File: config.mk
export PLATFORM = sky130hd
export DESIGN_NAME = two_level_priority_queue_unit
export DESIGN_NICKNAME = d
export VERILOG_FILES = /design/src/hw/rtl/tlpq_pkg.sv /design/src/hw/rtl/two_level_priority_queue_unit.sv /design/src/hw/rtl/tlpq_ring.sv
export SDC_FILE = /design/constraint.sdc
export NUM_CORES = 1
export LEC_CHECK = 0
export BUFFER_PORTS_ARGS = -buffer_cell sky130_fd_sc_hd__buf_2
export CORE_ASPECT_RATIO = 0.7
export CORE_MARGIN = 5
export CORE_UTILIZATION = 30
export CTS_BUF_LIST = sky130_fd_sc_hd__clkbuf_16
export CTS_CLUSTER_DIAMETER = 60
export DETAILED_ROUTE_END_ITERATION = 7
export GPL_TIMING_DRIVEN = 0
export HOLD_SLACK_MARGIN = 0.12
export PLACE_DENSITY_LB_ADDON = 0.12
export SKIP_LAST_GASP = 1
export SYNTH_ARGS = -nofsm -noshare
export SYNTH_HDL_FRONTEND = slang
export SYNTH_HIERARCHICAL = 1
export SYNTH_SLANG_ARGS = --single-unit
export TNS_END_PERCENT = 1
File: constraint.sdc
create_clock -name clk -period 4.1 [get_ports clk]
set_input_delay 0.205 -clock clk [delete_from_list [all_inputs] [get_ports clk]]
set_output_delay 0.205 -clock clk [all_outputs]
set_load 0.01 [all_outputs]
File: src/hw/rtl/tlpq_pkg.sv
// Shared definitions for the two-level priority queue unit.
// Holds the default sizes, the request action codes and the ring control struct.
// No dependencies.
package tlpq_pkg;

	// Default number of words held per priority class.
	localparam int DEF_CLASS_DEPTH = 16;
	// Default width of a stored data word.
	localparam int DEF_PAYLOAD_WIDTH = 32;

	// Action carried by a request.
	typedef enum logic {
		ACT_ENQUEUE = 1'b0,
		ACT_DEQUEUE = 1'b1
	} action_t;

	// Per-class ring buffer commands for one request.
	typedef struct packed {
		logic push;
		logic pop;
	} ring_ctl_t;

endpackage

File: src/hw/rtl/two_level_priority_queue_unit.sv
// Two-level strict priority queue unit: a high and a low class, each a ring buffer.
// Depends on tlpq_pkg and instantiates tlpq_ring once per class.
//
// The unit takes one request per clock cycle. Each request is an enqueue or a
// dequeue; its result appears in the result register in the cycle after the
// request is taken, and a new request is taken in every cycle that the result
// side does not stall. This is made possible by the per-class registered
// front word: every request only moves ring pointers and reloads that register.
// A dequeue serves the oldest high word if any, else the oldest low word. The
// head word and class counts in a result describe the queue after its request
// and hold steady while the result waits. Stored words have no reset value.
module two_level_priority_queue_unit import tlpq_pkg::*; #(
	parameter int CLASS_DEPTH   = DEF_CLASS_DEPTH,
	parameter int PAYLOAD_WIDTH = DEF_PAYLOAD_WIDTH
) (
	input  logic                             clk,
	input  logic                             arst_n,
	// Request channel.
	input  logic                             in_valid,
	output logic                             in_stall,
	input  logic                             action,
	input  logic [PAYLOAD_WIDTH-1:0]         payload,
	input  logic                             high_class,
	// Result channel.
	output logic                             res_valid,
	input  logic                             res_stall,
	output logic                             out_valid,
	output logic [PAYLOAD_WIDTH-1:0]         out_payload,
	output logic                             out_high,
	output logic                             dropped,
	output logic                             head_valid,
	output logic [PAYLOAD_WIDTH-1:0]         head_payload,
	output logic [$clog2(CLASS_DEPTH+1)-1:0] high_count,
	output logic [$clog2(CLASS_DEPTH+1)-1:0] low_count
);

	localparam int CNT_W = $clog2(CLASS_DEPTH + 1);
	localparam logic [CNT_W-1:0] FULL_CNT = CNT_W'(CLASS_DEPTH);

	ring_ctl_t                high_ctl;
	ring_ctl_t                low_ctl;
	logic [PAYLOAD_WIDTH-1:0] high_front;
	logic [PAYLOAD_WIDTH-1:0] low_front;
	logic [CNT_W-1:0]         high_fill;
	logic [CNT_W-1:0]         low_fill;
	logic                     accept;
	logic                     is_deq;
	logic                     high_full;
	logic                     low_full;

	logic                     res_valid_q;
	logic                     out_valid_q;
	logic [PAYLOAD_WIDTH-1:0] out_payload_q;
	logic                     out_high_q;
	logic                     dropped_q;

	// A request is taken unless a finished result is held back.
	assign in_stall = res_valid_q && res_stall;
	assign accept   = in_valid && !in_stall;
	assign is_deq   = (action == ACT_DEQUEUE);

	assign high_full = (high_fill == FULL_CNT);
	assign low_full  = (low_fill == FULL_CNT);

	// Ring commands: enqueue goes to its class, dequeue prefers the high class.
	always_comb begin
		high_ctl.push = accept && !is_deq && high_class;
		low_ctl.push  = accept && !is_deq && !high_class;
		high_ctl.pop  = accept && is_deq && (high_fill != '0);
		low_ctl.pop   = accept && is_deq && (high_fill == '0) && (low_fill != '0);
	end

	tlpq_ring #(
		.DEPTH (CLASS_DEPTH),
		.WIDTH (PAYLOAD_WIDTH)
	) u_high_ring (
		.clk    (clk),
		.arst_n (arst_n),
		.ctl    (high_ctl),
		.wdata  (payload),
		.front  (high_front),
		.fill   (high_fill)
	);

	tlpq_ring #(
		.DEPTH (CLASS_DEPTH),
		.WIDTH (PAYLOAD_WIDTH)
	) u_low_ring (
		.clk    (clk),
		.arst_n (arst_n),
		.ctl    (low_ctl),
		.wdata  (payload),
		.front  (low_front),
		.fill   (low_fill)
	);

	// Result handshake state.
	always_ff @(posedge clk or negedge arst_n) begin
		if (!arst_n) begin
			res_valid_q <= 1'b0;
		end else if (accept) begin
			res_valid_q <= 1'b1;
		end else if (!res_stall) begin
			res_valid_q <= 1'b0;
		end
	end

	// Dequeue and drop outcome of the request just taken.
	always_ff @(posedge clk) begin
		if (accept) begin
			out_valid_q <= high_ctl.pop || low_ctl.pop;
			out_high_q  <= high_ctl.pop;
			dropped_q   <= !is_deq && (high_class ? high_full : low_full);
			if (high_ctl.pop) begin
				out_payload_q <= high_front;
			end else if (low_ctl.pop) begin
				out_payload_q <= low_front;
			end else begin
				out_payload_q <= '0;
			end
		end
	end

	assign res_valid   = res_valid_q;
	assign out_valid   = out_valid_q;
	assign out_payload = out_payload_q;
	assign out_high    = out_high_q;
	assign dropped     = dropped_q;

	// Head and counts follow the ring state, which stays put until the next request.
	assign high_count   = high_fill;
	assign low_count    = low_fill;
	assign head_valid   = (high_fill != '0) || (low_fill != '0);
	assign head_payload = (high_fill != '0) ? high_front :
		((low_fill != '0) ? low_front : '0);

	// No class ever holds more than its depth.
	a_fill_bound: assert property (@(posedge clk) disable iff (!arst_n)
		(high_fill <= FULL_CNT) && (low_fill <= FULL_CNT))
		else $error("class fill exceeds depth");

	// A low word is served only when the high class is empty.
	a_strict_prio: assert property (@(posedge clk) disable iff (!arst_n)
		(res_valid && out_valid && !out_high) |-> (high_count == '0))
		else $error("low word served while high words held");

	// A request never both dequeues and drops.
	a_drop_excl: assert property (@(posedge clk) disable iff (!arst_n)
		res_valid |-> !(dropped && out_valid))
		else $error("result both dropped and dequeued");

	// A taken dequeue from a non-empty queue always returns a word.
	a_deq_serves: assert property (@(posedge clk) disable iff (!arst_n)
		(accept && is_deq && head_valid) |=> (out_valid && res_valid))
		else $error("dequeue from non-empty queue returned nothing");

endmodule

File: src/hw/rtl/tlpq_ring.sv
// Ring buffer for one priority class with a registered front word.
// Depends on tlpq_pkg for the ring control struct.
// The front register always holds the oldest stored word while the ring is not empty.
module tlpq_ring import tlpq_pkg::*; #(
	parameter int DEPTH = DEF_CLASS_DEPTH,
	parameter int WIDTH = DEF_PAYLOAD_WIDTH
) (
	input  logic                       clk,
	input  logic                       arst_n,
	input  ring_ctl_t                  ctl,
	input  logic [WIDTH-1:0]           wdata,
	output logic [WIDTH-1:0]           front,
	output logic [$clog2(DEPTH+1)-1:0] fill
);

	localparam int PTR_W = $clog2(DEPTH);
	localparam int CNT_W = $clog2(DEPTH + 1);
	localparam logic [PTR_W-1:0] LAST_PTR = PTR_W'(DEPTH - 1);
	localparam logic [CNT_W-1:0] FULL_CNT = CNT_W'(DEPTH);

	logic [WIDTH-1:0] mem [DEPTH];
	logic [WIDTH-1:0] front_q;
	logic [PTR_W-1:0] rd_ptr_q;
	logic [PTR_W-1:0] wr_ptr_q;
	logic [CNT_W-1:0] fill_q;
	logic [PTR_W-1:0] rd_ptr_inc;
	logic [PTR_W-1:0] wr_ptr_inc;
	logic [PTR_W-1:0] rd_ptr_next;
	logic             do_push;
	logic             do_pop;

	// A push into a full ring and a pop from an empty ring are ignored.
	assign do_push = ctl.push && (fill_q != FULL_CNT);
	assign do_pop  = ctl.pop && (fill_q != '0);

	// Pointers wrap at the ring depth, which need not be a power of two.
	assign rd_ptr_inc  = (rd_ptr_q == LAST_PTR) ? '0 : rd_ptr_q + PTR_W'(1);
	assign wr_ptr_inc  = (wr_ptr_q == LAST_PTR) ? '0 : wr_ptr_q + PTR_W'(1);
	assign rd_ptr_next = do_pop ? rd_ptr_inc : rd_ptr_q;

	// Pointer and fill state.
	always_ff @(posedge clk or negedge arst_n) begin
		if (!arst_n) begin
			rd_ptr_q <= '0;
			wr_ptr_q <= '0;
			fill_q   <= '0;
		end else begin
			if (do_push) begin
				wr_ptr_q <= wr_ptr_inc;
			end
			rd_ptr_q <= rd_ptr_next;
			if (do_push && !do_pop) begin
				fill_q <= fill_q + CNT_W'(1);
			end else if (do_pop && !do_push) begin
				fill_q <= fill_q - CNT_W'(1);
			end
		end
	end

	// Storage write port.
	always_ff @(posedge clk) begin
		if (do_push) begin
			mem[wr_ptr_q] <= wdata;
		end
	end

	// Registered read of the next front word. A push into an empty ring lands
	// on the new read pointer, so the incoming word is forwarded.
	always_ff @(posedge clk) begin
		if (do_push && (wr_ptr_q == rd_ptr_next)) begin
			front_q <= wdata;
		end else begin
			front_q <= mem[rd_ptr_next];
		end
	end

	assign front = front_q;
	assign fill  = fill_q;

endmodule

# After elaboration in Yosys (flattened, before gate mapping)

Memory sizes are Yosys's and may differ from the RTL's. A register that Yosys moved wholly into a read port is not among the register bits.
Index checks and enable logic that the tools add are counted.

Register bits: 62
Bits in writable memories: 1024
Input port bits: 38
Output and inout port bits: 80
Word-level logic and storage cells: 83
Memories: 2

$add $sub $neg: 8
Equality and inequality tests: 9
Muxes and demuxes: 21
Reduce and logical (&&, ||, !) cells: 32

Memory list:

| name            | depth | width | rd ports | clocked after Yosys merged registers in | wr ports | line            | source |
|---|---|---|---|---|---|---|---|
| u_high_ring.mem | 16    | 32    | 1        | 1                                       | 1        | tlpq_ring.sv:21 | `logic [WIDTH-1:0] mem [DEPTH];` |
| u_low_ring.mem  | 16    | 32    | 1        | 1                                       | 1        | tlpq_ring.sv:21 |  |

Operators by type and width:

| kind                                                                | number |
|---|---|
| 32-bit two-way mux                                                  | 4 |
| 4-bit two-way mux                                                   | 6 |
| 5-bit two-way mux                                                   | 4 |
| 1-bit logical AND                                                   | 18 |
| 4-bit by 1-bit adder with 4-bit output (second input constant)      | 4 |
| 4-bit == test (second input constant)                               | 4 |
| 5-bit by 1-bit adder with 5-bit output (second input constant)      | 2 |
| 5-bit == test (second input constant)                               | 2 |
| 5-bit != test (second input constant)                               | 2 |
| 5-bit nonzero test                                                  | 2 |
| 5-bit by 1-bit subtractor with 5-bit output (second input constant) | 2 |
| 1-bit logical NOT                                                   | 7 |
| 1-bit two-way mux                                                   | 7 |
| 5-bit logical NOT                                                   | 1 |
| 2-bit nonzero test                                                  | 2 |
| 1-bit logical OR                                                    | 2 |
| 2-bit by 1-bit != test with 1-bit output (second input constant)    | 1 |

# Logic depth before layout (Yosys ltp)

Word-level depth: 10
Gate-level depth with buffers: 13
Gate-level depth less buffers: 12

# Cells and area by module

The synthesis kept the hierarchy.

By module, submodules not included:

| module                        | times used | cells each | area each (um2) | seq. area each (um2) |
|---|---|---|---|---|
| tlpq_ring at u_low_ring       | 1          | 881        | 20090.5         | 15780.1 |
| tlpq_ring at u_high_ring      | 1          | 881        | 20070.5         | 15780.1 |
| two_level_priority_queue_unit | 1          | 210        | 2028.2          | 1076.0 |

# Worst setup path before layout

No wires, ideal clock.

Path kind: register to register
Start: register u_high_ring.fill_q[1], in the netlist u_high_ring/fill[1]
End: register u_high_ring.fill_q[4], in the netlist u_high_ring/fill[4]
Setup time: 136 ps
Arrival time: 3071 ps
Setup slack: 893 ps
Cell stages (with the launch flop): 13
Path buffers: 2
Cell sequence: dfrtp_1 -> or4_1 -> buf_2 -> buf_2 -> nor2_1 -> nor2_1 -> o21ai_2 -> ha_1 -> inv_1 -> fa_1 -> a21o_1 -> a2111oi_0 -> o31ai_1

RTL lines:

| item                   | line            | source |
|---|---|---|
| start, declared        | tlpq_ring.sv:25 | `logic [CNT_W-1:0] fill_q;` |
| start signal, assigned | tlpq_ring.sv:53 | `fill_q <= fill_q + CNT_W'(1);` |
| start signal, assigned | tlpq_ring.sv:55 | `fill_q <= fill_q - CNT_W'(1);` |

==> summary.txt <==
Routing
  • Remaining number of nets flagged by the antenna check after routing: 0
  • Number of violations reported at the end of detailed-routing iteration 0: 2148
  • Avg Vias per Cell: 5.05
  • Routed length per placed instance: 28.7 um
  • Drt pass-1 iters: 5
  • Total via count after detailed routing: 21433
  • Total wire length: 122000 um
  • DRC violations left: 0

Run
  • Count of max-cap constraint violations: 0

STA
  • Headroom to the max-slew limit: 0.0960
  • Number of slew-limit violations in the final report: 0
  • Final Cycle Share: 0.978
  • Setup-failing EPs final: 0
  • Final hold slack: 245 ps
  • Clk_skew: 30.7 ps
  • Fmax: 0.249 GHz
  • Final-report hold violation count: 0
  • Setup slack after layout: 88.2 ps
  • Tmin final: 4010 ps
  • Setup total negative slack: 0 ps
  • Worst-margin pin slew: 1360 ps
  • RSZ-0062 raised after global routing: yes

CTS
  • Clock Path Buffers: 3
  • TritonCTS clock tree: done
  • Clock-pin slew on the worst setup and hold paths: 60 ps
  • Clock insertion delay at the later pin of the skew report: 710 ps
  • Clock tree root buffer cell: clkbuf_16
  • Post-CTS Repair Setup Buffers: 0
  • CTS Buf Count: 109
  • H-tree Lvls: 3
  • Clock Sinks: 1094

Global routing
  • Layer with the highest usage: met1
  • Total routing resource utilization after global routing: 0.163
  • Global Route met2 Usage: 0.222
  • Global Route met3 Usage: 0.0371
  • Via count of the first global-routing pass: 21740
  • Initial antenna violation count: 3
  • Maximum number of pins on one net before global-route repair: 33
  • Met1 track demand over resource in global routing: 0.263
  • Remaining global-route overflow: 0
  • Wire length of the first global-routing pass: 170000 um

Logic synthesis
  • Mean Syn Cell Area: 21.4 um2
  • Synthesis Warnings: 6
  • Area of the mapped netlist: 42200 um2
  • Flip-flop cell with the highest count after synthesis: edfxtp_1
  • Fraction of the yosys area taken by sequential cells: 0.774
  • Number of storage elements in the synthesis netlist: 1094
  • Post-synthesis net count: 2030
  • Syn Inst Count: 1972
  • Share of synthesized registers carrying an async set or reset: 0.0247
  • Library cells used by synthesis: 46
  • Count of flip-flops with a built-in enable after synthesis: 1059

Place
  • Gpl congestion: 0.752
  • Port bufs: 117
  • Instance area after placement: 45800 um2
  • Pre-CTS setup slack: -114 ps
  • Placed wire-length estimate after detailed placement: 83900 um

Finish
  • Proportion of layout cells with a drive suffix above 1: 0.282
  • Synthesis-to-layout area growth: 18.1%
  • Final instance area: 49800 um2
  • Number of nets at the end of the flow: 2331
  • Filler cells: 13012

Worst setup path
  • Worst path required time: 4660 ps
  • Highest fanout seen on the critical path: 10
  • Kind of start point of the critical path: register
  • Arrival time of data at the critical path endpoint: 4570 ps
  • CP endpoint kind: register
  • Worst Path Class, Setup: reg -> reg

Floorplanning
  • Placement Rows: 115
  • Io pins: 118
  • Die Outline Area: 148000 um2
  • Die Ht: 324 um
  • Initial cell density of the core: 0.301
  • Die span in x: 458 um
  • Floorplan Core Area: 140000 um2

Power
  • Power per cell area: 637 nW/um2
  • Static leakage: 15.8 nW
  • Largest voltage drop on the vdd net: 0.330 mV

Status
  • Outcome: finished, final reports clean

Worst hold path
  • Worst hold-check path type: in -> reg
[power by group]
part | total (W) | switching (W) | leakage [nW] | internal [W]
Combinational | 0.00888 | 0.00550 | 4.00 | 0.00338
Clock | 0.00999 | 0.00430 | 1.86 | 0.00569
Sequential | 0.0129 | 0.000242 | 9.96 | 0.0126
[final cells by class]
class / count / area (um2) / area share
Antenna cell: 3 / 7.51 / 0.000151
Buffer: 113 / 529 / 0.0106
Clock buffer: 113 / 2830 / 0.0567
Clock inverter: 94 / 751 / 0.0151
Inverter: 15 / 61.3 / 0.00123
Multi-Input combinational cell: 750 / 9030 / 0.181
Sequential cell: 1094 / 32600 / 0.655
Tap cell: 1872 / 2340 / 0.0470
Timing Repair Buffer: 190 / 1660 / 0.0332
[what timing repair did]
item	CTS	global route
setup endpoints to repair	2	3
resized for setup	1	5
hold buffers	40	0
gates cloned	0	0
endpoints found under the hold margin	1061	0
[cell usage in the layout (no fill, tap or decap), drive strengths merged, types with 5 or more instances in the layout]
master,n
a21o,8
a21oi,38
a22oi,128
and2,36
buf,204
bufinv,11
clkbuf,173
clkinv,50
dfrtp,27
dfxtp,8
dlygate4sd3,39
edfxtp,1059
ha,18
inv,44
mux4,256
nand2,113
nand3,8
nor2,7
nor3,9
nor3b,5
o2111ai,32
o21ai,50
xnor2,6
[worst max-delay path, stage by stage (launching register included)]
cell and delay [ps]:
dfrtp_1 480, or4_1 610, buf_2 260, buf_2 300, nor2_1 210, nor2_1 100
o21ai_2 290, ha_4 260, inv_1 130, fa_1 440, a21o_1 260, a2111oi_2 400
o31ai_1 130
[cells by family (layout without fill, tap and decap cells)]
kind of cell,count (synthesis),in the layout,share of synthesized area
XOR/XNOR,10,10,0.00208
adder cells (fa/ha/maj),20,20,0.00629
flip-flops,1094,1094,0.774
multiplexers,262,262,0.138
AO/OA/AOI/OAI,266,266,0.0441
other,0,3,0
buffers and inverters,128,525,0.0140
AND/OR/NAND/NOR,192,192,0.0218
[state kept, by name, summed over array words and instances (netlist names), 4 cells and up, named ones only]
signal	flops
u_low_ring/fill	5
u_low_ring/mem	512
u_high_ring/wr_ptr_q	4
out_payload	32
u_high_ring/mem	512
u_high_ring/rd_ptr_q	4
u_low_ring/rd_ptr_q	4
u_high_ring/fill	5
u_low_ring/wr_ptr_q	4
[cell usage after synthesis (3+ instances only)]
cell	n	area, um2
a21o_1	6	45.0
a21oi_1	38	190
a22oi_1	128	961
and2_1	36	225
buf_1	12	45.0
buf_2	25	125
buf_4	13	97.6
buf_6	3	33.8
clkbuf_1	59	221
dfrtp_1	27	676
dfxtp_1	8	160
edfxtp_1	1059	31800
ha_1	18	225
inv_1	13	48.8
mux4_2	256	5770
nand2_1	113	424
nand3_1	8	40.0
nor2_1	7	26.3
nor2b_1	4	25.0
nor3_1	9	45.0
nor3b_1	5	37.5
o2111ai_1	32	280
o21ai_0	44	220
o31ai_1	4	30.0
or4_4	3	33.8
xnor2_1	6	52.6
xor2_1	4	35.0
[routing by layer]
layer,up-vias,part of all wire
met5,-,0
met4,0,0.019
met3,152,0.065
met2,673,0.40
met1,11667,0.51
li1,8941,-
[per-stage QoR]
step	instances	util	power, W
2_1_floorplan	1972	-	0.0183
3_3_place_gp	3961	0.322	0.0219
3_5_place_dp	3994	0.327	0.0220
4_1_cts	4241	0.355	0.0322
5_1_grt	4242	0.356	0.0331
6_report	4244	0.356	0.0317
[final timing paths]
path                                    startpoint                 endpoint  slack, ps  cells past startpoint
setup / recovery               u_high_ring/fill[1]      u_high_ring/fill[4]         90                     12
hold / removal                           res_stall   u_low_ring/wr_ptr_q[1]        250                      8
min in group asynchronous                   arst_n      u_high_ring/fill[4]        420                      3
hold reg to reg            u_high_ring/rd_ptr_q[3]  u_high_ring/rd_ptr_q[3]        520                      1
setup reg to reg               u_high_ring/fill[1]      u_high_ring/fill[4]         90                     12
max in group asynchronous                   arst_n      u_high_ring/fill[2]       3260                      4
Note: power is estimated with default switching activity, not from simulation.
